[src/sv/matrix_multiply_unit_defines.svh]
// Assertion macros used by the matrix multiply unit back end RTL.
`ifndef MATRIX_MULTIPLY_UNIT_DEFINES_SVH
`define MATRIX_MULTIPLY_UNIT_DEFINES_SVH
`ifndef ASSERT_OFF
// Same-cycle implication, checked outside reset.
`define MMU_ASSERT_IMPLY(label, clk, rst_n, ante, cons) \
    label: assert property (@(posedge clk) disable iff (!rst_n) (ante) |-> (cons)) \
        else $error("matrix multiply unit assertion failed");
// Next-cycle implication, checked outside reset.
`define MMU_ASSERT_NEXT(label, clk, rst_n, ante, cons) \
    label: assert property (@(posedge clk) disable iff (!rst_n) (ante) |=> (cons)) \
        else $error("matrix multiply unit assertion failed");
`else
`define MMU_ASSERT_IMPLY(label, clk, rst_n, ante, cons)
`define MMU_ASSERT_NEXT(label, clk, rst_n, ante, cons)
`endif
`endif

[src/sv/mmu_pkg.sv]
// Package: types, codes and constants of the matrix multiply unit.
package mmu_pkg;

    localparam int MAX_DIM_DEF    = 8;
    localparam int DATA_WIDTH_DEF = 16;

    localparam int CFG_W      = 4;
    localparam int VALUE_W    = 16;
    localparam int ROWCOL_W   = 3;
    localparam int PRODUCT_W  = 35;
    localparam int OP_W       = 2;
    localparam int CMD_DEPTH  = 4;
    localparam int RES_DEPTH  = 4;

    localparam logic [CFG_W-1:0] CFG_RESET = 4'd8;

    typedef logic [1:0] t_reg_idx;
    localparam t_reg_idx REG_ROWS_A    = 2'd0;
    localparam t_reg_idx REG_INNER_DIM = 2'd1;
    localparam t_reg_idx REG_COLS_B    = 2'd2;

    typedef logic [OP_W-1:0] t_op;
    localparam t_op OP_WRITE_A = 2'd0;
    localparam t_op OP_WRITE_B = 2'd1;
    localparam t_op OP_COMPUTE = 2'd2;

    // Head of the command queue as seen by the back end.
    typedef struct packed {
        logic avail;
        t_op  op;
    } t_cmd_status;

    // Bookkeeping that travels alongside one MAC step.
    typedef struct packed {
        logic                first;
        logic                last;
        logic                zero;
        logic                fin;
        logic [ROWCOL_W-1:0] row;
        logic [ROWCOL_W-1:0] col;
    } t_step_tag;

endpackage

[src/sv/matrix_multiply_unit.sv]
// Matrix multiply unit: C = A * B over signed Q8.8 elements, signed Q19.16 results.
// Element writes: one transfer per cycle while no compute runs, stored through the command queue;
// behind a compute they wait in the 4-deep command queue, with full high once it fills.
// Compute: one MAC per cycle, max(inner_dim,1) MAC steps per C entry, rows_a * cols_b entries,
// each dimension clamped to MAX_DIM; an entry waits for a free result slot, so a full result queue stalls it.
// Sync active-low reset: queues emptied, dimensions set to 8, operand stores left uncleared.
module matrix_multiply_unit #(
    parameter int MAX_DIM    = mmu_pkg::MAX_DIM_DEF,
    parameter int DATA_WIDTH = mmu_pkg::DATA_WIDTH_DEF
) (
    input  logic                                  i_clk,
    input  logic                                  i_rst_n,
    // item side
    input  logic                                  push,
    output logic                                  full,
    input  mmu_pkg::t_op                          i_op,
    input  logic [mmu_pkg::ROWCOL_W-1:0]          i_row,
    input  logic [mmu_pkg::ROWCOL_W-1:0]          i_col,
    input  logic signed [mmu_pkg::VALUE_W-1:0]    i_value,
    // result side
    output logic                                  empty,
    input  logic                                  pop,
    output logic signed [mmu_pkg::PRODUCT_W-1:0]  o_product,
    output logic [mmu_pkg::ROWCOL_W-1:0]          o_out_row,
    output logic [mmu_pkg::ROWCOL_W-1:0]          o_out_col,
    output logic                                  o_last,
    // configuration write channel
    input  logic                                  i_cfg_valid,
    output logic                                  o_cfg_ready,
    input  mmu_pkg::t_reg_idx                     i_cfg_index,
    input  logic [mmu_pkg::CFG_W-1:0]             i_cfg_data
);

    localparam int ADDR_W = $clog2(MAX_DIM * MAX_DIM);

    logic [mmu_pkg::CFG_W-1:0] r_rows_a, r_inner_dim, r_cols_b;
    mmu_pkg::t_cmd_status      cmd;
    logic [ADDR_W-1:0]         cmd_addr;
    logic [DATA_WIDTH-1:0]     cmd_value;
    logic                      cmd_pop;

    // Dimension registers. The user must write them only while the unit is idle;
    // the block does not enforce this, and the channel never pushes back.
    assign o_cfg_ready = 1'b1;

    always_ff @(posedge i_clk) begin
        if (!i_rst_n) begin
            r_rows_a    <= mmu_pkg::CFG_RESET;
            r_inner_dim <= mmu_pkg::CFG_RESET;
            r_cols_b    <= mmu_pkg::CFG_RESET;
        end else if (i_cfg_valid && o_cfg_ready) begin
            unique case (i_cfg_index)
                mmu_pkg::REG_ROWS_A:    r_rows_a    <= i_cfg_data;
                mmu_pkg::REG_INNER_DIM: r_inner_dim <= i_cfg_data;
                mmu_pkg::REG_COLS_B:    r_cols_b    <= i_cfg_data;
                default:                ; // unmapped index, write dropped
            endcase
        end
    end

    // Front end: every transfer with full low is taken; unused opcodes and
    // out-of-range writes are dropped here, the rest enter the command queue.
    mmu_front #(
        .MAX_DIM    (MAX_DIM),
        .DATA_WIDTH (DATA_WIDTH)
    ) u_front (
        .i_clk       (i_clk),
        .i_rst_n     (i_rst_n),
        .i_push      (push),
        .i_op        (i_op),
        .i_row       (i_row),
        .i_col       (i_col),
        .i_value     (i_value),
        .o_full      (full),
        .o_cmd       (cmd),
        .o_cmd_addr  (cmd_addr),
        .o_cmd_value (cmd_value),
        .i_cmd_pop   (cmd_pop)
    );

    // Back end: writes land in the stores in queue order, so a compute only
    // sees writes accepted before it. A compute walks C row-major; each entry
    // reserves a result slot before it starts, so the MAC pipeline never stalls
    // and the result queue never overflows.
    mmu_back #(
        .MAX_DIM    (MAX_DIM),
        .DATA_WIDTH (DATA_WIDTH)
    ) u_back (
        .i_clk       (i_clk),
        .i_rst_n     (i_rst_n),
        .i_cmd       (cmd),
        .i_cmd_addr  (cmd_addr),
        .i_cmd_value (cmd_value),
        .o_cmd_pop   (cmd_pop),
        .i_rows_a    (r_rows_a),
        .i_inner_dim (r_inner_dim),
        .i_cols_b    (r_cols_b),
        .i_res_pop   (pop),
        .o_res_empty (empty),
        .o_product   (o_product),
        .o_out_row   (o_out_row),
        .o_out_col   (o_out_col),
        .o_last      (o_last)
    );

endmodule

[src/sv/mmu_ram.sv]
// Generic single-write, single-read RAM with registered read data.
module mmu_ram #(
    parameter int WIDTH = 16,
    parameter int DEPTH = 64,
    localparam int AW = (DEPTH > 1) ? $clog2(DEPTH) : 1
) (
    input  logic             i_clk,
    input  logic             i_we,
    input  logic [AW-1:0]    i_waddr,
    input  logic [WIDTH-1:0] i_wdata,
    input  logic [AW-1:0]    i_raddr,
    output logic [WIDTH-1:0] o_rdata
);

    logic [WIDTH-1:0] r_mem [DEPTH];

    always_ff @(posedge i_clk) begin
        if (i_we) begin
            r_mem[i_waddr] <= i_wdata;
        end
        o_rdata <= r_mem[i_raddr];
    end

endmodule

[src/sv/mmu_fifo.sv]
// Small synchronous FIFO with full, empty and fill count.
module mmu_fifo #(
    parameter int WIDTH = 8,
    parameter int DEPTH = 4,
    localparam int PTR_W = (DEPTH > 1) ? $clog2(DEPTH) : 1,
    localparam int CNT_W = $clog2(DEPTH + 1)
) (
    input  logic             i_clk,
    input  logic             i_rst_n,
    input  logic             i_push,
    input  logic [WIDTH-1:0] i_data,
    input  logic             i_pop,
    output logic [WIDTH-1:0] o_data,
    output logic             o_full,
    output logic             o_empty,
    output logic [CNT_W-1:0] o_count
);

    logic [WIDTH-1:0] r_mem [DEPTH];
    logic [PTR_W-1:0] r_wptr, r_rptr;
    logic [CNT_W-1:0] r_count, n_count;
    logic             push_ok, pop_ok;

    function automatic logic [PTR_W-1:0] ptr_inc(input logic [PTR_W-1:0] p);
        logic [PTR_W-1:0] res;
        if (p == PTR_W'(DEPTH - 1)) res = '0;
        else res = p + 1'b1;
        return res;
    endfunction

    assign o_full  = (r_count == CNT_W'(DEPTH));
    assign o_empty = (r_count == '0);
    assign o_count = r_count;
    assign o_data  = r_mem[r_rptr];
    assign push_ok = i_push && !o_full;
    assign pop_ok  = i_pop && !o_empty;

    always_comb begin
        case ({push_ok, pop_ok})
            2'b10:   n_count = r_count + 1'b1;
            2'b01:   n_count = r_count - 1'b1;
            default: n_count = r_count;
        endcase
    end

    always_ff @(posedge i_clk) begin
        if (!i_rst_n) begin
            r_wptr  <= '0;
            r_rptr  <= '0;
            r_count <= '0;
        end else begin
            if (push_ok) r_wptr <= ptr_inc(r_wptr);
            if (pop_ok)  r_rptr <= ptr_inc(r_rptr);
            r_count <= n_count;
        end
    end

    always_ff @(posedge i_clk) begin
        if (push_ok) begin
            r_mem[r_wptr] <= i_data;
        end
    end

endmodule

[src/sv/mmu_front.sv]
// Front end: accepts items, drops ignored ones, queues commands for the back end.
module mmu_front #(
    parameter int MAX_DIM    = mmu_pkg::MAX_DIM_DEF,
    parameter int DATA_WIDTH = mmu_pkg::DATA_WIDTH_DEF,
    localparam int ADDR_W = $clog2(MAX_DIM * MAX_DIM),
    localparam int CMD_W  = mmu_pkg::OP_W + ADDR_W + DATA_WIDTH
) (
    input  logic                                i_clk,
    input  logic                                i_rst_n,
    input  logic                                i_push,
    input  mmu_pkg::t_op                        i_op,
    input  logic [mmu_pkg::ROWCOL_W-1:0]        i_row,
    input  logic [mmu_pkg::ROWCOL_W-1:0]        i_col,
    input  logic signed [mmu_pkg::VALUE_W-1:0]  i_value,
    output logic                                o_full,
    output mmu_pkg::t_cmd_status                o_cmd,
    output logic [ADDR_W-1:0]                   o_cmd_addr,
    output logic [DATA_WIDTH-1:0]               o_cmd_value,
    input  logic                                i_cmd_pop
);

    logic                  keep, in_range, cmd_empty;
    logic [ADDR_W-1:0]     addr;
    logic [DATA_WIDTH-1:0] value_st;
    logic [CMD_W-1:0]      cmd_in, cmd_out;
    mmu_pkg::t_op          op_q;

    assign in_range = (32'(i_row) < MAX_DIM) && (32'(i_col) < MAX_DIM);

    always_comb begin
        unique case (i_op) inside
            mmu_pkg::OP_WRITE_A, mmu_pkg::OP_WRITE_B: keep = in_range;
            mmu_pkg::OP_COMPUTE:                      keep = 1'b1;
            default:                                  keep = 1'b0;
        endcase
    end

    // row-major element address; narrow stores keep the low bits
    assign addr     = ADDR_W'(int'(i_row) * MAX_DIM + int'(i_col));
    assign value_st = DATA_WIDTH'(i_value);
    assign cmd_in   = {i_op, addr, value_st};

    mmu_fifo #(
        .WIDTH (CMD_W),
        .DEPTH (mmu_pkg::CMD_DEPTH)
    ) u_cmd_q (
        .i_clk   (i_clk),
        .i_rst_n (i_rst_n),
        .i_push  (i_push && keep),
        .i_data  (cmd_in),
        .i_pop   (i_cmd_pop),
        .o_data  (cmd_out),
        .o_full  (o_full),
        .o_empty (cmd_empty),
        .o_count ()
    );

    assign {op_q, o_cmd_addr, o_cmd_value} = cmd_out;
    assign o_cmd = '{avail: !cmd_empty, op: op_q};

endmodule

[src/sv/mmu_back.sv]
// Back end: operand stores, MAC sequencer and result queue.
`include "matrix_multiply_unit_defines.svh"
module mmu_back #(
    parameter int MAX_DIM    = mmu_pkg::MAX_DIM_DEF,
    parameter int DATA_WIDTH = mmu_pkg::DATA_WIDTH_DEF,
    localparam int ADDR_W = $clog2(MAX_DIM * MAX_DIM),
    localparam int IDX_W  = $clog2(MAX_DIM),
    localparam int DIM_W  = $clog2(MAX_DIM + 1)
) (
    input  logic                                  i_clk,
    input  logic                                  i_rst_n,
    input  mmu_pkg::t_cmd_status                  i_cmd,
    input  logic [ADDR_W-1:0]                     i_cmd_addr,
    input  logic [DATA_WIDTH-1:0]                 i_cmd_value,
    output logic                                  o_cmd_pop,
    input  logic [mmu_pkg::CFG_W-1:0]             i_rows_a,
    input  logic [mmu_pkg::CFG_W-1:0]             i_inner_dim,
    input  logic [mmu_pkg::CFG_W-1:0]             i_cols_b,
    input  logic                                  i_res_pop,
    output logic                                  o_res_empty,
    output logic signed [mmu_pkg::PRODUCT_W-1:0]  o_product,
    output logic [mmu_pkg::ROWCOL_W-1:0]          o_out_row,
    output logic [mmu_pkg::ROWCOL_W-1:0]          o_out_col,
    output logic                                  o_last
);

    localparam int PW        = mmu_pkg::PRODUCT_W;
    localparam int RES_W     = PW + 2 * mmu_pkg::ROWCOL_W + 1;
    localparam int RES_CNT_W = $clog2(mmu_pkg::RES_DEPTH + 1);

    typedef enum logic [1:0] {
        S_IDLE = 2'b01,
        S_RUN  = 2'b10
    } t_state;

    t_state                 r_state, n_state;
    logic [IDX_W-1:0]       r_i, r_j, r_r;
    logic [IDX_W-1:0]       r_nlast, r_llast, r_rlast;
    logic                   r_kzero;
    logic [DIM_W-1:0]       n_c, k_c, l_c;
    logic                   start, issue, credit_ok, step_last, entry_last;
    logic                   we_a, we_b;
    logic [ADDR_W-1:0]      a_raddr, b_raddr;
    logic [DATA_WIDTH-1:0]  a_rdata, b_rdata;
    logic signed [2*DATA_WIDTH-1:0] mul;
    mmu_pkg::t_step_tag     step_tag;
    logic                   r_s1_valid, r_s2_valid;
    mmu_pkg::t_step_tag     r_s1_tag, r_s2_tag;
    logic signed [PW-1:0]   r_prod, r_acc, n_acc;
    logic                   res_push, res_full;
    logic [RES_W-1:0]       res_in, res_out;
    logic [RES_CNT_W-1:0]   res_count, r_inflight;

    function automatic logic [DIM_W-1:0] clamp_dim(input logic [mmu_pkg::CFG_W-1:0] d);
        logic [DIM_W-1:0] res;
        if (32'(d) > MAX_DIM) res = DIM_W'(MAX_DIM);
        else res = DIM_W'(d);
        return res;
    endfunction

    assign n_c = clamp_dim(i_rows_a);
    assign k_c = clamp_dim(i_inner_dim);
    assign l_c = clamp_dim(i_cols_b);

    // command dispatch
    assign o_cmd_pop = (r_state == S_IDLE) && i_cmd.avail;

    always_comb begin
        we_a  = 1'b0;
        we_b  = 1'b0;
        start = 1'b0;
        if (o_cmd_pop) begin
            unique case (i_cmd.op)
                mmu_pkg::OP_WRITE_A: we_a = 1'b1;
                mmu_pkg::OP_WRITE_B: we_b = 1'b1;
                mmu_pkg::OP_COMPUTE: start = (n_c != '0) && (l_c != '0);
                default:             start = 1'b0;
            endcase
        end
    end

    // an entry starts only with a result slot reserved for it
    assign credit_ok  = (r_r != '0) ||
                        ((int'(res_count) + int'(r_inflight)) < mmu_pkg::RES_DEPTH);
    assign issue      = (r_state == S_RUN) && credit_ok;
    assign step_last  = (r_r == r_rlast);
    assign entry_last = step_last && (r_j == r_llast) && (r_i == r_nlast);

    always_comb begin
        n_state = r_state;
        unique case (r_state)
            S_IDLE:  if (start) n_state = S_RUN;
            S_RUN:   if (issue && entry_last) n_state = S_IDLE;
            default: n_state = S_IDLE;
        endcase
    end

    always_ff @(posedge i_clk) begin
        if (!i_rst_n) begin
            r_state <= S_IDLE;
        end else begin
            r_state <= n_state;
        end
    end

    always_ff @(posedge i_clk) begin
        if (start) begin
            r_i     <= '0;
            r_j     <= '0;
            r_r     <= '0;
            r_nlast <= IDX_W'(n_c - DIM_W'(1));
            r_llast <= IDX_W'(l_c - DIM_W'(1));
            r_kzero <= (k_c == '0);
            r_rlast <= (k_c == '0) ? '0 : IDX_W'(k_c - DIM_W'(1));
        end else if (issue) begin
            if (step_last) begin
                r_r <= '0;
                if (r_j == r_llast) begin
                    r_j <= '0;
                    r_i <= r_i + 1'b1;
                end else begin
                    r_j <= r_j + 1'b1;
                end
            end else begin
                r_r <= r_r + 1'b1;
            end
        end
    end

    assign a_raddr = ADDR_W'(int'(r_i) * MAX_DIM + int'(r_r));
    assign b_raddr = ADDR_W'(int'(r_r) * MAX_DIM + int'(r_j));

    mmu_ram #(
        .WIDTH (DATA_WIDTH),
        .DEPTH (MAX_DIM * MAX_DIM)
    ) u_store_a (
        .i_clk   (i_clk),
        .i_we    (we_a),
        .i_waddr (i_cmd_addr),
        .i_wdata (i_cmd_value),
        .i_raddr (a_raddr),
        .o_rdata (a_rdata)
    );

    mmu_ram #(
        .WIDTH (DATA_WIDTH),
        .DEPTH (MAX_DIM * MAX_DIM)
    ) u_store_b (
        .i_clk   (i_clk),
        .i_we    (we_b),
        .i_waddr (i_cmd_addr),
        .i_wdata (i_cmd_value),
        .i_raddr (b_raddr),
        .o_rdata (b_rdata)
    );

    // MAC pipeline: read, multiply, accumulate
    assign step_tag = '{first: (r_r == '0), last: step_last, zero: r_kzero,
                        fin: entry_last,
                        row: mmu_pkg::ROWCOL_W'(r_i), col: mmu_pkg::ROWCOL_W'(r_j)};
    assign mul = $signed(a_rdata) * $signed(b_rdata);

    always_ff @(posedge i_clk) begin
        if (!i_rst_n) begin
            r_s1_valid <= 1'b0;
            r_s2_valid <= 1'b0;
        end else begin
            r_s1_valid <= issue;
            r_s2_valid <= r_s1_valid;
        end
    end

    always_ff @(posedge i_clk) begin
        r_s1_tag <= step_tag;
        r_s2_tag <= r_s1_tag;
        r_prod   <= r_s1_tag.zero ? '0 : PW'(mul);
        if (r_s2_valid) r_acc <= n_acc;
    end

    assign n_acc    = (r_s2_tag.first ? '0 : r_acc) + r_prod;
    assign res_push = r_s2_valid && r_s2_tag.last;
    assign res_in   = {n_acc, r_s2_tag.row, r_s2_tag.col, r_s2_tag.fin};

    // entries fully issued but not yet in the result queue
    always_ff @(posedge i_clk) begin
        if (!i_rst_n) begin
            r_inflight <= '0;
        end else begin
            case ({issue && step_last, res_push})
                2'b10:   r_inflight <= r_inflight + 1'b1;
                2'b01:   r_inflight <= r_inflight - 1'b1;
                default: r_inflight <= r_inflight;
            endcase
        end
    end

    mmu_fifo #(
        .WIDTH (RES_W),
        .DEPTH (mmu_pkg::RES_DEPTH)
    ) u_res_q (
        .i_clk   (i_clk),
        .i_rst_n (i_rst_n),
        .i_push  (res_push),
        .i_data  (res_in),
        .i_pop   (i_res_pop),
        .o_data  (res_out),
        .o_full  (res_full),
        .o_empty (o_res_empty),
        .o_count (res_count)
    );

    assign {o_product, o_out_row, o_out_col, o_last} = res_out;

    `MMU_ASSERT_IMPLY(a_res_no_overflow, i_clk, i_rst_n, res_push, !res_full)
    `MMU_ASSERT_IMPLY(a_credit_bound, i_clk, i_rst_n, 1'b1, (int'(res_count) + int'(r_inflight)) <= mmu_pkg::RES_DEPTH)
    `MMU_ASSERT_NEXT(a_run_ends, i_clk, i_rst_n, issue && entry_last, r_state == S_IDLE)

endmodule
[config.mk]
export PLATFORM = sky130hd
export DESIGN_NAME = matrix_multiply_unit
export DESIGN_NICKNAME = d
export VERILOG_FILES = /design/src/sv/mmu_pkg.sv /design/src/sv/matrix_multiply_unit.sv /design/src/sv/mmu_ram.sv /design/src/sv/mmu_fifo.sv /design/src/sv/mmu_front.sv /design/src/sv/mmu_back.sv
export VERILOG_INCLUDE_DIRS = /design/src /design/src/sv
export SDC_FILE = /design/constraint.sdc
export NUM_CORES = 2
export LEC_CHECK = 0
export BUFFER_PORTS_ARGS = -buffer_cell sky130_fd_sc_hd__buf_4
export CORE_UTILIZATION = 60
export CTS_BUF_LIST = sky130_fd_sc_hd__clkbuf_4 sky130_fd_sc_hd__clkbuf_8
export DETAILED_ROUTE_END_ITERATION = 10
export PLACE_DENSITY = 0.8
export SKIP_CTS_REPAIR_TIMING = 1
export SYNTH_ARGS = -nofsm -noshare
export SYNTH_HDL_FRONTEND = slang
export SYNTH_SLANG_ARGS = --single-unit
[constraint.sdc]
create_clock -name i_clk -period 8.2 [get_ports i_clk]
set_input_delay 1.23 -clock i_clk [delete_from_list [all_inputs] [get_ports i_clk]]
set_output_delay 1.23 -clock i_clk [all_outputs]
set_load 0.05 [all_outputs]
==> out/qor.csv <==
metric,value,unit
Synth Net Count,5614,
Yosys top cell area share,67.5,%
count of cell types in the netlist,63,
"Slowest-stage cell, CP",fa_1,
"Primary FF master, synth",edfxtp_1,
drt drc,0,
Initial Utilization,60.3,%
drt via density,6.33,
Die Area,176000,µm²
RSZ-0062 raised after global routing,false,
fmax,148,MHz
Tmin final,6740,ps
first-pass GRT wire length,347000,µm
Die H,420,µm
clock sinks,2486,
Syn-to-layout area delta,10.9,%
drt wl/cell,28.7,µm
total track usage,27.4,%
Core Region,174000,µm²
period utilisation layout,82.2,%
crit path launch type,flop,
Post-synth EDFFs,2357,
top-count cell post-synth,edfxtp_1,
status,finished clean,
DP Area,109000,µm²
final instance area,116000,µm²
gr ovfl total,0,
Syn Std Cell Area,105000,µm²
Root Driver,clkbuf_8,
clock-pin slew on the worst setup and hold paths,60,ps
Clock Latency Late Sink,1100,ps
crit-path most repeated cell,fa_1,
PortBufs,78,
DR iter-0 viols,6444,
Worst Path Arrival,7620,ps
CP Cell Sequence,nand2_1 > inv_1 > fa_1 > fa_1 > fa_1 > fa_1 > fa_1 > inv_1 > fa_1 > inv_1 > ha_1 > nand3_1 > nor2_1 > o311ai_0 > a31oi_1 > nor3_1 > nor3_1 > a31oi_1 > mux2_1,
Setup CP Type,flop to flop,
Yosys top cell by area,edfxtp_1,
Worst-Margin Slew,1090,ps
Setup-failing EPs final,0,
Post-DP HPWL,145000,µm
share of layout cells above drive strength 1,27.5,%
crit path capture type,flop,
Cells after Synth,5175,
maxcap violations,0,
YS warnings,0,
Max Slew Vio Count,0,
CTS tree,built,
crit-path max cell delay,810,ps
Core Rows,153,
Hold Crit Class,flop to flop,
Nets,6054,
TritonRoute pass-1 iters,6,
overall die width,420,µm
clock skew,126,ps
number of global-route vias before repair,53275,
Worst R2R Start,u_back.u_store_b.o_rdata[1],
initial antenna violation count,20,
Synth Register Bits,2486,
Crit. Startpoint,u_back.u_store_b.o_rdata[1],
# IOs,80,
post-synthesis sequential area ratio,70.0,%
Slew headroom,26.9,%
DRT Wirelength,237000,µm
pin count of the biggest net entering global routing,155,
hold path startpoint,u_back.r_s1_tag[0],
Final ANT Viol Nets,0,
CTS Buf Count,393,
asr flop ratio synth,0,%
Mapped Avg Cell Area,20.2,µm²
Max Fanout on Critical Path,16,
H-tree depth,5,
CTS Buffer Depth,4,
Worst EP required,9090,ps
Post-synth top cells,"2357 x edfxtp_1, 738 x mux4_2, 322 x inv_1",
Final TNS setup,0,ps
GP Congestion,0.903,
Synth area leaders,"edfxtp_1 68%, mux4_2 16%, fa_1 5.1%",
Vias,52098,
Fin. Hold Viols,0,
==> layout make-up <==
class                      instances  area (µm²)
inverter                         325        1220
multi-input combinational       2142       29300
clock buffer                     531        6580
tap                             2325        2910
clock inverter                   153         778
sequential                      2486       73400
timing repair buffer             267        2040
fill                           10523       57400
antenna                            7        17.5
==> kinds of logic after synthesis <==
| logic type | share of synthesized area (%) |
|---|---|
| DFF | 70.0 |
| and+or+nand+nor | 3.28 |
| AOI/OAI and AO/OA | 1.15 |
| xor gates and xnor gates | 0.677 |
| muxes | 16.0 |
| adders and majority gates | 6.73 |
| other | 0.00358 |
| buffers and inverters | 2.12 |
==> metrics by stage <==
stage / cells / util (%) / setup slack (ps) / hold slack (ps)
after floorplan: 5175 / - / 2160 / 310
after detailed placement: 7545 / 62.7 / 1550 / 312
after CTS: 8229 / 66.9 / 1470 / 299
after global routing: 8231 / 66.9 / 1090 / 330
after global placement: 7545 / 62.7 / 1580 / 310
final: 8236 / 66.9 / 1460 / 324
==> layer usage <==
layer	routed length, µm	vias to the layer above	global-route usage (%)
met1	89600	27260	38.1
met5	93	-	0
met2	115000	3036	43.5
met3	24200	480	6.05
met4	7800	12	9.53
li1	-	21310	-
==> flip-flops by register name, indices dropped and copies added (netlist names), 4 cells and up, named ones only <==
register,cells
u_back.r_prod,32
r_rows_a,4
u_back.r_acc,35
r_cols_b,4
r_inner_dim,4
u_back.r_s2_tag,9
u_back.r_s1_tag,10
u_back.u_store_b.r_mem,1024
u_front.u_cmd_q.r_mem,96
u_back.u_store_b.o_rdata,16
u_back.u_res_q.r_mem,168
u_back.u_store_a.o_rdata,16
u_back.u_store_a.r_mem,1024
==> layout by cell type, fill, tap and decap left out, types with 94 or more instances in the layout <==
| master | Yosys | routed |
|---|---|---|
| edfxtp_1 | 2357 | 2357 |
| mux4_2 | 738 | 722 |
| clkbuf_8 | 0 | 414 |
| inv_1 | 322 | 321 |
| fa_1 | 266 | 266 |
| buf_4 | 18 | 264 |
| nor2_1 | 216 | 216 |
| nand2_1 | 181 | 181 |
| and2_1 | 149 | 145 |
| ha_1 | 138 | 138 |
| dfxtp_1 | 129 | 118 |
| clkbuf_4 | 0 | 117 |
| clkinv_1 | 0 | 94 |
==> critical path, delay by kind of cell, from the launching register on <==
kind	cells	cell delay, ps
fa+ha+maj	7	3700
simple gates	5	960
flops	1	680
compound gates	3	660
mux	1	320
buf+inv	3	260
==> final timing paths <==
check                                          end  slack [ps]  depth (start not counted)
worst min register to register  u_back.r_s2_tag[0]         320                          0
worst max register to register   u_back.r_prod[30]        1460                         19
worst min-delay path            u_back.r_s2_tag[0]         320                          0
worst max-delay path             u_back.r_prod[30]        1460                         19
Power is left out: the tool's default activity adds up to more than one toggle a clock period on the data nets, which glitch-free logic cannot reach.
